### src/rtl/stok_pkg.sv
package stok_pkg;

    localparam int SPAN_W = 16;

    // token kinds
    localparam logic [2:0] KIND_IDENT    = 3'd0;
    localparam logic [2:0] KIND_NUMBER   = 3'd1;
    localparam logic [2:0] KIND_STRING   = 3'd2;
    localparam logic [2:0] KIND_PUNCT    = 3'd3;
    localparam logic [2:0] KIND_SIMPLE   = 3'd4;
    localparam logic [2:0] KIND_COMPOUND = 3'd5;
    localparam logic [2:0] KIND_EOF      = 3'd6;
    localparam logic [2:0] KIND_ERROR    = 3'd7;

    // error codes
    localparam logic [1:0] ERR_NONE       = 2'd0;
    localparam logic [1:0] ERR_UNEXPECTED = 2'd1;
    localparam logic [1:0] ERR_UNTERM     = 2'd2;

    // scan modes
    localparam logic [2:0] MODE_IDLE   = 3'd0;
    localparam logic [2:0] MODE_IDENT  = 3'd1;
    localparam logic [2:0] MODE_INT    = 3'd2;
    localparam logic [2:0] MODE_DOT    = 3'd3;
    localparam logic [2:0] MODE_FRAC   = 3'd4;
    localparam logic [2:0] MODE_STRING = 3'd5;
    localparam logic [2:0] MODE_OP     = 3'd6;

    // character classes seen from the idle mode
    localparam logic [2:0] CLS_SPACE   = 3'd0;
    localparam logic [2:0] CLS_WORD    = 3'd1;
    localparam logic [2:0] CLS_DIGIT   = 3'd2;
    localparam logic [2:0] CLS_QUOTE   = 3'd3;
    localparam logic [2:0] CLS_PUNCT   = 3'd4;
    localparam logic [2:0] CLS_SIMPLE  = 3'd5;
    localparam logic [2:0] CLS_OPSTART = 3'd6;
    localparam logic [2:0] CLS_OTHER   = 3'd7;

    localparam logic [7:0] CH_UNDER  = 8'h5F;
    localparam logic [7:0] CH_DOT    = 8'h2E;
    localparam logic [7:0] CH_EQ     = 8'h3D;
    localparam logic [7:0] CH_LPAREN = 8'h28;
    localparam logic [7:0] CH_RPAREN = 8'h29;
    localparam logic [7:0] CH_LBRACE = 8'h7B;
    localparam logic [7:0] CH_RBRACE = 8'h7D;
    localparam logic [7:0] CH_SEMI   = 8'h3B;
    localparam logic [7:0] CH_COMMA  = 8'h2C;
    localparam logic [7:0] CH_PLUS   = 8'h2B;
    localparam logic [7:0] CH_MINUS  = 8'h2D;
    localparam logic [7:0] CH_STAR   = 8'h2A;
    localparam logic [7:0] CH_SLASH  = 8'h2F;
    localparam logic [7:0] CH_BANG   = 8'h21;
    localparam logic [7:0] CH_LT     = 8'h3C;
    localparam logic [7:0] CH_GT     = 8'h3E;
    localparam logic [7:0] CH_QUOTE  = 8'h22;
    localparam logic [7:0] CH_SPACE  = 8'h20;
    localparam logic [7:0] CH_NUL    = 8'h00;

    typedef struct packed {
        logic [2:0]        kind;
        logic [SPAN_W-1:0] span_start;
        logic [SPAN_W-1:0] span_end;
        logic [7:0]        lead;
        logic [1:0]        err;
    } tok_rec_t;

    typedef struct packed {
        logic [1:0]           count;
        tok_rec_t [2:0]       recs;
    } tok_batch_t;

    function automatic logic is_digit(input logic [7:0] c);
        return (c >= 8'h30) && (c <= 8'h39);
    endfunction

    function automatic logic is_alpha(input logic [7:0] c);
        return ((c >= 8'h61) && (c <= 8'h7A)) || ((c >= 8'h41) && (c <= 8'h5A));
    endfunction

    function automatic logic is_word_cont(input logic [7:0] c);
        return is_alpha(c) || is_digit(c) || (c == CH_UNDER);
    endfunction

    function automatic logic [2:0] char_class(input logic [7:0] c);
        logic [2:0] cls;
        if ((c == CH_SPACE) || ((c >= 8'd9) && (c <= 8'd13))) begin
            cls = CLS_SPACE;
        end else if (is_alpha(c) || (c == CH_UNDER)) begin
            cls = CLS_WORD;
        end else if (is_digit(c)) begin
            cls = CLS_DIGIT;
        end else if (c == CH_QUOTE) begin
            cls = CLS_QUOTE;
        end else if ((c == CH_LPAREN) || (c == CH_RPAREN) || (c == CH_LBRACE) ||
                     (c == CH_RBRACE) || (c == CH_SEMI) || (c == CH_COMMA)) begin
            cls = CLS_PUNCT;
        end else if ((c == CH_PLUS) || (c == CH_MINUS) || (c == CH_STAR) ||
                     (c == CH_SLASH)) begin
            cls = CLS_SIMPLE;
        end else if ((c == CH_EQ) || (c == CH_BANG) || (c == CH_LT) || (c == CH_GT)) begin
            cls = CLS_OPSTART;
        end else begin
            cls = CLS_OTHER;
        end
        return cls;
    endfunction

endpackage

### src/rtl/stok_scan.sv
module stok_scan
    import stok_pkg::*;
#(
    parameter int POS_BITS = 16
) (
    input  logic       aclk,
    input  logic       aresetn,
    input  logic [7:0] item_byte,
    input  logic       item_end,
    input  logic       advance,
    output tok_batch_t batch
);

    localparam logic [POS_BITS-1:0] POS_MAX = {POS_BITS{1'b1}};

    logic [2:0]          mode_reg,  mode_next;
    logic [POS_BITS-1:0] begin_reg, begin_next;
    logic [POS_BITS-1:0] pos_reg,   pos_next;
    logic [7:0]          held_reg,  held_next;

    logic [POS_BITS-1:0] pos_inc;
    logic [POS_BITS-1:0] pos_before_dot;
    logic [1:0]          cnt;
    logic                do_start;

    function automatic tok_rec_t mk_rec(input logic [2:0] kind,
                                        input logic [POS_BITS-1:0] s,
                                        input logic [POS_BITS-1:0] e,
                                        input logic [7:0] lead,
                                        input logic [1:0] err);
        tok_rec_t r;
        r.kind       = kind;
        r.span_start = SPAN_W'(s);
        r.span_end   = SPAN_W'(e);
        r.lead       = lead;
        r.err        = err;
        return r;
    endfunction

    assign pos_inc        = (pos_reg == POS_MAX) ? pos_reg : pos_reg + 1'b1;
    assign pos_before_dot = (pos_reg > begin_reg) ? pos_reg - 1'b1 : begin_reg;

    always_comb begin
        batch.recs = '0;
        cnt        = 2'd0;
        do_start   = 1'b0;
        mode_next  = mode_reg;
        begin_next = begin_reg;
        held_next  = held_reg;
        pos_next   = pos_inc;

        if (item_end) begin
            // flush the pending token, then eof, then back to reset state
            case (mode_reg)
                MODE_IDENT: begin
                    batch.recs[cnt] = mk_rec(KIND_IDENT, begin_reg, pos_reg, held_reg, ERR_NONE);
                    cnt = cnt + 2'd1;
                end
                MODE_INT, MODE_FRAC: begin
                    batch.recs[cnt] = mk_rec(KIND_NUMBER, begin_reg, pos_reg, held_reg, ERR_NONE);
                    cnt = cnt + 2'd1;
                end
                MODE_DOT: begin
                    batch.recs[cnt] = mk_rec(KIND_NUMBER, begin_reg, pos_before_dot, held_reg,
                                             ERR_NONE);
                    cnt = cnt + 2'd1;
                    batch.recs[cnt] = mk_rec(KIND_ERROR, pos_before_dot, pos_reg, CH_DOT,
                                             ERR_UNEXPECTED);
                    cnt = cnt + 2'd1;
                end
                MODE_STRING: begin
                    batch.recs[cnt] = mk_rec(KIND_ERROR, begin_reg, pos_reg, CH_QUOTE, ERR_UNTERM);
                    cnt = cnt + 2'd1;
                end
                MODE_OP: begin
                    batch.recs[cnt] = mk_rec(KIND_SIMPLE, begin_reg, pos_reg, held_reg, ERR_NONE);
                    cnt = cnt + 2'd1;
                end
                default: begin
                end
            endcase
            batch.recs[cnt] = mk_rec(KIND_EOF, pos_reg, pos_reg, CH_NUL, ERR_NONE);
            cnt = cnt + 2'd1;
            mode_next  = MODE_IDLE;
            begin_next = '0;
            held_next  = '0;
            pos_next   = '0;
        end else begin
            case (mode_reg)
                MODE_IDENT: begin
                    if (!is_word_cont(item_byte)) begin
                        batch.recs[cnt] = mk_rec(KIND_IDENT, begin_reg, pos_reg, held_reg,
                                                 ERR_NONE);
                        cnt = cnt + 2'd1;
                        do_start = 1'b1;
                    end
                end
                MODE_INT: begin
                    if (item_byte == CH_DOT) begin
                        mode_next = MODE_DOT;
                    end else if (!is_digit(item_byte)) begin
                        batch.recs[cnt] = mk_rec(KIND_NUMBER, begin_reg, pos_reg, held_reg,
                                                 ERR_NONE);
                        cnt = cnt + 2'd1;
                        do_start = 1'b1;
                    end
                end
                MODE_DOT: begin
                    if (is_digit(item_byte)) begin
                        mode_next = MODE_FRAC;
                    end else begin
                        // number ends before the dot; the dot alone is an error
                        batch.recs[cnt] = mk_rec(KIND_NUMBER, begin_reg, pos_before_dot,
                                                 held_reg, ERR_NONE);
                        cnt = cnt + 2'd1;
                        batch.recs[cnt] = mk_rec(KIND_ERROR, pos_before_dot, pos_reg, CH_DOT,
                                                 ERR_UNEXPECTED);
                        cnt = cnt + 2'd1;
                        do_start = 1'b1;
                    end
                end
                MODE_FRAC: begin
                    if (!is_digit(item_byte)) begin
                        batch.recs[cnt] = mk_rec(KIND_NUMBER, begin_reg, pos_reg, held_reg,
                                                 ERR_NONE);
                        cnt = cnt + 2'd1;
                        do_start = 1'b1;
                    end
                end
                MODE_STRING: begin
                    if (item_byte == CH_QUOTE) begin
                        batch.recs[cnt] = mk_rec(KIND_STRING, begin_reg, pos_inc, CH_QUOTE,
                                                 ERR_NONE);
                        cnt = cnt + 2'd1;
                        mode_next = MODE_IDLE;
                    end
                end
                MODE_OP: begin
                    if (item_byte == CH_EQ) begin
                        batch.recs[cnt] = mk_rec(KIND_COMPOUND, begin_reg, pos_inc, held_reg,
                                                 ERR_NONE);
                        cnt = cnt + 2'd1;
                        mode_next = MODE_IDLE;
                    end else begin
                        batch.recs[cnt] = mk_rec(KIND_SIMPLE, begin_reg, pos_reg, held_reg,
                                                 ERR_NONE);
                        cnt = cnt + 2'd1;
                        do_start = 1'b1;
                    end
                end
                default: begin
                    do_start = 1'b1;
                end
            endcase

            if (do_start) begin
                mode_next = MODE_IDLE;
                case (char_class(item_byte))
                    CLS_SPACE: begin
                    end
                    CLS_WORD: begin
                        mode_next  = MODE_IDENT;
                        begin_next = pos_reg;
                        held_next  = item_byte;
                    end
                    CLS_DIGIT: begin
                        mode_next  = MODE_INT;
                        begin_next = pos_reg;
                        held_next  = item_byte;
                    end
                    CLS_QUOTE: begin
                        mode_next  = MODE_STRING;
                        begin_next = pos_reg;
                        held_next  = item_byte;
                    end
                    CLS_PUNCT: begin
                        batch.recs[cnt] = mk_rec(KIND_PUNCT, pos_reg, pos_inc, item_byte,
                                                 ERR_NONE);
                        cnt = cnt + 2'd1;
                    end
                    CLS_SIMPLE: begin
                        batch.recs[cnt] = mk_rec(KIND_SIMPLE, pos_reg, pos_inc, item_byte,
                                                 ERR_NONE);
                        cnt = cnt + 2'd1;
                    end
                    CLS_OPSTART: begin
                        mode_next  = MODE_OP;
                        begin_next = pos_reg;
                        held_next  = item_byte;
                    end
                    default: begin
                        batch.recs[cnt] = mk_rec(KIND_ERROR, pos_reg, pos_inc, item_byte,
                                                 ERR_UNEXPECTED);
                        cnt = cnt + 2'd1;
                    end
                endcase
            end
        end
        batch.count = cnt;
    end

    always_ff @(posedge aclk) begin
        if (!aresetn) begin
            mode_reg  <= MODE_IDLE;
            begin_reg <= '0;
            pos_reg   <= '0;
            held_reg  <= '0;
        end else if (advance) begin
            mode_reg  <= mode_next;
            begin_reg <= begin_next;
            pos_reg   <= pos_next;
            held_reg  <= held_next;
        end
    end

endmodule

### src/rtl/stok_outq.sv
module stok_outq
    import stok_pkg::*;
(
    input  logic       aclk,
    input  logic       aresetn,
    input  logic       load,
    input  tok_batch_t batch,
    input  logic       m_ready,
    output logic       m_valid,
    output tok_rec_t   head,
    output logic       last,
    output logic       free
);

    tok_rec_t [2:0] rec_reg;
    logic [1:0]     cnt_reg;
    logic           pop;

    assign m_valid = (cnt_reg != 2'd0);
    assign pop     = m_valid && m_ready;
    assign head    = rec_reg[0];
    // the queue only ever holds one item's records, so the last one left closes the run
    assign last    = (cnt_reg == 2'd1);
    assign free    = (cnt_reg == 2'd0) || ((cnt_reg == 2'd1) && pop);

    always_ff @(posedge aclk) begin
        if (!aresetn) begin
            cnt_reg <= 2'd0;
        end else if (load) begin
            cnt_reg <= batch.count;
        end else if (pop) begin
            cnt_reg <= cnt_reg - 2'd1;
        end
    end

    always_ff @(posedge aclk) begin
        if (load) begin
            rec_reg <= batch.recs;
        end else if (pop) begin
            rec_reg <= {rec_reg[2], rec_reg[2], rec_reg[1]};
        end
    end

endmodule

### src/rtl/source_tokenizer_top.sv
// Streaming source scanner: one source byte per input transfer, token records out.
//
// Input channel (s_*): s_source_byte carries one character; s_end_of_source set
// marks end of source (the byte is then ignored). Result channel (m_*): one token
// record per transfer with kind, span, lead byte and error code; m_last_of_run
// flags the final record caused by one input transfer.
//
// An input transfer lands in the input register; its records are computed
// combinationally from it and loaded into the result queue, which drains one
// record per cycle while m_ready is high. Throughput: one input byte per cycle
// while each byte yields at most one record and m_ready is high; a byte whose
// records do not fit waits in the input register until the queue can take them.
//
// Reset (aresetn low, synchronous) empties the input register and result queue
// and puts the scanner idle at position zero. End of source does the same to the
// scanner state once it has flushed the pending token and sent eof.
// When m_ready is low, records hold in the result queue; the input register still
// absorbs bytes that produce no record, and s_ready drops once it is blocked.
module source_tokenizer_top
    import stok_pkg::*;
#(
    parameter int POS_BITS = 16
) (
    input  logic              aclk,
    input  logic              aresetn,
    input  logic              s_valid,
    output logic              s_ready,
    input  logic [7:0]        s_source_byte,
    input  logic              s_end_of_source,
    output logic              m_valid,
    input  logic              m_ready,
    output logic [2:0]        m_token_kind,
    output logic [SPAN_W-1:0] m_span_start,
    output logic [SPAN_W-1:0] m_span_end,
    output logic [7:0]        m_lead_byte,
    output logic [1:0]        m_error_code,
    output logic              m_last_of_run
);

    logic       in_vld_reg;
    logic [7:0] byte_reg;
    logic       end_reg;

    tok_batch_t batch;
    tok_rec_t   head;
    logic       q_free;
    logic       proc;
    logic       load;

    // Advance the scanner when the held byte yields no record, or when the queue
    // is empty or emptying this cycle so the whole batch fits.
    assign proc    = in_vld_reg && ((batch.count == 2'd0) || q_free);
    assign load    = proc && (batch.count != 2'd0);
    assign s_ready = !in_vld_reg || proc;

    always_ff @(posedge aclk) begin
        if (!aresetn) begin
            in_vld_reg <= 1'b0;
        end else if (s_valid && s_ready) begin
            in_vld_reg <= 1'b1;
        end else if (proc) begin
            in_vld_reg <= 1'b0;
        end
    end

    // Hold the payload until the scanner takes it.
    always_ff @(posedge aclk) begin
        if (s_valid && s_ready) begin
            byte_reg <= s_source_byte;
            end_reg  <= s_end_of_source;
        end
    end

    stok_scan #(
        .POS_BITS (POS_BITS)
    ) u_scan (
        .aclk      (aclk),
        .aresetn   (aresetn),
        .item_byte (byte_reg),
        .item_end  (end_reg),
        .advance   (proc),
        .batch     (batch)
    );

    stok_outq u_outq (
        .aclk    (aclk),
        .aresetn (aresetn),
        .load    (load),
        .batch   (batch),
        .m_ready (m_ready),
        .m_valid (m_valid),
        .head    (head),
        .last    (m_last_of_run),
        .free    (q_free)
    );

    assign m_token_kind = head.kind;
    assign m_span_start = head.span_start;
    assign m_span_end   = head.span_end;
    assign m_lead_byte  = head.lead;
    assign m_error_code = head.err;

endmodule
### config.mk
export PLATFORM = sky130hd
export DESIGN_NAME = source_tokenizer_top
export DESIGN_NICKNAME = d
export VERILOG_FILES = /design/src/rtl/stok_pkg.sv /design/src/rtl/stok_scan.sv /design/src/rtl/stok_outq.sv /design/src/rtl/source_tokenizer_top.sv
export SDC_FILE = /design/constraint.sdc
export NUM_CORES = 1
export LEC_CHECK = 0
export BUFFER_PORTS_ARGS = -buffer_cell sky130_fd_sc_hd__clkbuf_2
export CAP_MARGIN = 20
export CORE_MARGIN = 8
export CORE_UTILIZATION = 35
export CTS_BUF_LIST = sky130_fd_sc_hd__clkbuf_16
export CTS_CLUSTER_DIAMETER = 50
export CTS_CLUSTER_SIZE = 24
export DETAILED_ROUTE_END_ITERATION = 12
export SETUP_SLACK_MARGIN = 0.05
export SYNTH_ARGS = -nofsm -noshare
export SYNTH_HDL_FRONTEND = slang
export SYNTH_HIERARCHICAL = 1
export SYNTH_SLANG_ARGS = --single-unit
### constraint.sdc
create_clock -name aclk -period 16.49 [get_ports aclk]
set_input_delay 3.298 -clock aclk [delete_from_list [all_inputs] [get_ports aclk]]
set_output_delay 3.298 -clock aclk [all_outputs]
set_load 0.03 [all_outputs]
==> flow_results.xml <==
<?xml version="1.0" encoding="UTF-8"?>
<metrics>
  <group name="routing">
    <metric name="drc_errors" unit="">0</metric>
    <metric name="drt-pass1-iter-count" unit="">5</metric>
    <metric name="overall_via_count_from_detail_route" unit="">10800</metric>
    <metric name="route.detailed.vias_per_inst" unit="">5.92</metric>
    <metric name="wl_per_cell" unit="µm">23.3</metric>
    <metric name="ant_nets" unit="">0</metric>
    <metric name="postRouteWirelength" unit="µm">42300</metric>
    <metric name="first_iter_violations" unit="">1229</metric>
  </group>
  <group name="placement">
    <metric name="post-dp-hpwl" unit="µm">29800</metric>
    <metric name="place_congestion" unit="">0.993</metric>
    <metric name="portBuffers" unit="">60</metric>
  </group>
  <group name="clock_tree">
    <metric name="clock_insertion_delay_at_the_later_pin_of_the_skew_report" unit="ns">0.46</metric>
    <metric name="postCtsSetupRepairBufs" unit="">0</metric>
    <metric name="cts_hold_buffers" unit="">0</metric>
    <metric name="cts_inserted_buffers" unit="">17</metric>
    <metric name="max-clock-path-buffers" unit="">2</metric>
    <metric name="cts_root_buffer" unit="">sky130_fd_sc_hd__clkbuf_16</metric>
    <metric name="cts.htree.levels" unit="">4</metric>
    <metric name="total_number_of_clock_tree_sinks" unit="">190</metric>
    <metric name="clk_pin_slew_worst_paths" unit="ns">0.08</metric>
    <metric name="tritoncts" unit="">built</metric>
    <metric name="cts_repair_resize_count" unit="">0</metric>
  </group>
  <group name="critical_path">
    <metric name="worstSetupPathType" unit="">reg2out</metric>
    <metric name="timing.rr.start" unit="">u_scan/mode_reg[2]$_SDFFE_PN0P_</metric>
    <metric name="critical_path.startpoint_type" unit="">flop</metric>
    <metric name="worst_setup_path_end_kind" unit="">output port</metric>
    <metric name="critPathMaxFanout" unit="">17</metric>
    <metric name="crit_path_start" unit="">u_scan/mode_reg[2]$_SDFFE_PN0P_</metric>
    <metric name="critical_path_required" unit="ns">13.19</metric>
    <metric name="worstRegToRegCells" unit="">13</metric>
    <metric name="worst-endpoint-arrival" unit="ns">4.28</metric>
  </group>
  <group name="yosys">
    <metric name="sequential_cell_area_fraction_in_the_yosys_report" unit="%">39.8</metric>
    <metric name="synth_area_leader_cell" unit="">sky130_fd_sc_hd__edfxtp_1</metric>
    <metric name="syn-mean-instance-area" unit="µm²">9.84</metric>
    <metric name="fraction_of_post_synthesis_cell_area_in_the_top_cell_type_by_area" unit="%">32.8</metric>
    <metric name="synth.cell_area" unit="µm²">13200</metric>
    <metric name="yosys_register_bits" unit="">190</metric>
    <metric name="yosys_warnings" unit="">6</metric>
    <metric name="post_synth_main_area_contributors" unit="">sky130_fd_sc_hd__edfxtp_1 33%, sky130_fd_sc_hd__mux2_4 8.0%, sky130_fd_sc_hd__dfxtp_1 7.0%, sky130_fd_sc_hd__and2_1 3.4%, sky130_fd_sc_hd__ha_1 3.0%</metric>
    <metric name="netlist_instances" unit="">1340</metric>
    <metric name="synthArstFlopShare" unit="%">0</metric>
    <metric name="synth.distinct_cells" unit="">95</metric>
    <metric name="synth_flop_cell" unit="">sky130_fd_sc_hd__edfxtp_1</metric>
    <metric name="synth-edff-count" unit="">144</metric>
  </group>
  <group name="floorplanning">
    <metric name="fp.dieArea" unit="µm²">44100</metric>
    <metric name="placement_rows" unit="">71</metric>
    <metric name="core_box_area" unit="µm²">37400</metric>
    <metric name="initial_utilization" unit="%">35.2</metric>
    <metric name="die-height" unit="µm">210</metric>
    <metric name="die_w" unit="µm">210</metric>
    <metric name="boundaryPins" unit="">61</metric>
  </group>
  <group name="status">
    <metric name="outcome" unit="">complete, no violations</metric>
  </group>
  <group name="power">
    <metric name="p_leak" unit="nW">4.96</metric>
    <metric name="ir_worst_vdd" unit="mV">0.0742</metric>
    <metric name="power_density" unit="nW/µm²">103</metric>
    <metric name="power.total" unit="mW">1.45</metric>
  </group>
  <group name="sta">
    <metric name="post-route-min-period" unit="ns">7.57</metric>
    <metric name="max_slew.worst_pin.slew" unit="ns">1.01</metric>
    <metric name="fin_skew" unit="ns">0.0154</metric>
    <metric name="worst_rel_slew_slack" unit="%">32.6</metric>
    <metric name="maxSlewViolCount" unit="">0</metric>
    <metric name="hold_violations" unit="">0</metric>
    <metric name="rsz0062_at_grt" unit="">false</metric>
    <metric name="final.setup.tns" unit="ns">0</metric>
    <metric name="setup_violations" unit="">0</metric>
    <metric name="maxClockFrequency" unit="MHz">132</metric>
    <metric name="period_share" unit="%">45.9</metric>
  </group>
  <group name="global_routing">
    <metric name="grt_pass1_wl" unit="µm">64700</metric>
    <metric name="grt.total_usage" unit="%">19.0</metric>
    <metric name="final_global_route_overflow_total" unit="">0</metric>
    <metric name="initial_antenna_violation_count" unit="">0</metric>
    <metric name="first_global_vias" unit="">10300</metric>
    <metric name="grt_max_degree" unit="">70</metric>
  </group>
  <group name="min_path">
    <metric name="min-delay-start" unit="">u_scan/held_reg[1]$_SDFFE_PN0P_</metric>
    <metric name="min_path_cells" unit="">1</metric>
    <metric name="worst_hold_path_type" unit="">reg2reg</metric>
  </group>
  <group name="finish">
    <metric name="post_route_cells_drive_above_1_share" unit="%">19.4</metric>
    <metric name="largest_reg_flops" unit="">90</metric>
    <metric name="antennaDiodeCount" unit="">0</metric>
    <metric name="finish.utilization" unit="%">37.7</metric>
    <metric name="nNetsFinal" unit="">1339</metric>
    <metric name="post_synthesis_to_final_layout_area_growth" unit="%">6.98</metric>
  </group>
  <group name="run">
    <metric name="max_cap_violations" unit="">0</metric>
  </group>
</metrics>
[logic make-up (layout without fill, tap and decap cells)]
group                      after synthesis  count (layout)  synth area share, %
and+or+nand+nor                        425             425                 16.8
buffers and inverters                  206             172                 8.01
muxes                                  116             116                 11.7
AOI/OAI and AO/OA                      348             348                 19.1
DFF                                    190             190                 39.8
other                                    1               2               0.0285
adders and majority gates               32              32                 3.04
xor gates and xnor gates                22              22                 1.46
[cells in the mapped netlist, types with 12 or more instances]
| cell type | count |
|---|---|
| sky130_fd_sc_hd__a211oi_1 | 15 |
| sky130_fd_sc_hd__a21oi_1 | 50 |
| sky130_fd_sc_hd__a22o_1 | 30 |
| sky130_fd_sc_hd__and2_1 | 71 |
| sky130_fd_sc_hd__buf_2 | 18 |
| sky130_fd_sc_hd__buf_4 | 50 |
| sky130_fd_sc_hd__clkbuf_1 | 66 |
| sky130_fd_sc_hd__dfxtp_1 | 46 |
| sky130_fd_sc_hd__edfxtp_1 | 144 |
| sky130_fd_sc_hd__ha_1 | 32 |
| sky130_fd_sc_hd__inv_1 | 44 |
| sky130_fd_sc_hd__mux2_2 | 24 |
| sky130_fd_sc_hd__mux2_4 | 70 |
| sky130_fd_sc_hd__mux2i_1 | 19 |
| sky130_fd_sc_hd__nand2_1 | 86 |
| sky130_fd_sc_hd__nand3_1 | 49 |
| sky130_fd_sc_hd__nand4_1 | 31 |
| sky130_fd_sc_hd__nor2_1 | 86 |
| sky130_fd_sc_hd__nor2b_1 | 12 |
| sky130_fd_sc_hd__nor3_1 | 27 |
| sky130_fd_sc_hd__o211ai_1 | 16 |
| sky130_fd_sc_hd__o21ai_0 | 60 |
| sky130_fd_sc_hd__o21ai_1 | 17 |
| sky130_fd_sc_hd__o22ai_1 | 24 |
| sky130_fd_sc_hd__xnor2_1 | 18 |
[stage by stage]
| step | std cells | instance area [µm²] | hold slack (ns) | setup slack [ns] |
|---|---|---|---|---|
| 2_1_floorplan | 1341 | 13200 | 0.453 | 8.87 |
| 3_3_place_gp | 1784 | 13500 | 0.485 | 9.25 |
| 3_5_place_dp | 1785 | 13500 | 0.492 | 9.25 |
| 4_1_cts | 1817 | 14100 | 0.512 | 8.89 |
| 5_1_grt | 1818 | 14100 | 0.538 | 8.51 |
| 6_report | 1818 | 14100 | 0.516 | 8.92 |
[final timing paths]
| kind | end | slack, ns |
|---|---|---|
| worst max register to register | u_outq/head[6]$_DFFE_PP_ | 10.68 |
| worst min-delay path | u_scan/held_reg[1]$_SDFFE_PN0P_ | 0.52 |
| worst max-delay path | s_ready | 8.92 |
| worst min register to register | u_scan/held_reg[1]$_SDFFE_PN0P_ | 0.52 |
[per-layer routing]
| layer | GRT usage (%) | wire (µm) | vias up |
|---|---|---|---|
| met5 | 0 | 0 | - |
| met4 | 8.65 | 1880 | 0 |
| met3 | 3.24 | 2830 | 115 |
| met2 | 30.2 | 19500 | 487 |
| met1 | 25.2 | 18100 | 5289 |
| li1 | - | - | 4872 |
[area by class of cell]
class,count,area [µm²]
clock buffers,17,425
well taps,511,639
flip-flops and latches,190,5250
multi-input cells,945,6920
fillers,3738,23300
inverters,51,191
repair buffers,89,526
clock inverters,15,150
[report_power, final]
group / leakage (nW) / internal [mW] / switching [mW] / total [mW]
Combinational: 2.95 / 0.137 / 0.254 / 0.391
Sequential: 1.74 / 0.618 / 0.0264 / 0.645
Clock: 0.272 / 0.201 / 0.217 / 0.418
Total: 4.96 / 0.956 / 0.497 / 1.45
[placed cells by master, fill, tap and decap left out, types with 30 or more instances in the layout]
cell	instances
sky130_fd_sc_hd__edfxtp_1	144
sky130_fd_sc_hd__nand2_1	86
sky130_fd_sc_hd__nor2_1	84
sky130_fd_sc_hd__and2_1	71
sky130_fd_sc_hd__mux2_4	70
sky130_fd_sc_hd__clkbuf_2	60
sky130_fd_sc_hd__o21ai_0	60
sky130_fd_sc_hd__nand3_1	49
sky130_fd_sc_hd__a21oi_1	48
sky130_fd_sc_hd__dfxtp_1	46
sky130_fd_sc_hd__inv_1	44
sky130_fd_sc_hd__ha_1	32
sky130_fd_sc_hd__nand4_1	31
sky130_fd_sc_hd__a22o_1	30
[worst max-delay path: stages, from the launching register on]
cell	delay (ns)
sky130_fd_sc_hd__dfxtp_1	0.66
sky130_fd_sc_hd__nand2b_1	0.53
sky130_fd_sc_hd__clkinv_1	0.49
sky130_fd_sc_hd__nand3_1	0.18
sky130_fd_sc_hd__nand3_1	0.23
sky130_fd_sc_hd__a311oi_4	0.34
sky130_fd_sc_hd__buf_4	0.28
sky130_fd_sc_hd__a21oi_1	0.10
sky130_fd_sc_hd__o21ai_0	0.44
sky130_fd_sc_hd__o21ai_2	0.17
sky130_fd_sc_hd__nor2_2	0.15
sky130_fd_sc_hd__inv_1	0.05
sky130_fd_sc_hd__clkbuf_2	0.18
Note: power is estimated with default switching activity, not from simulation.
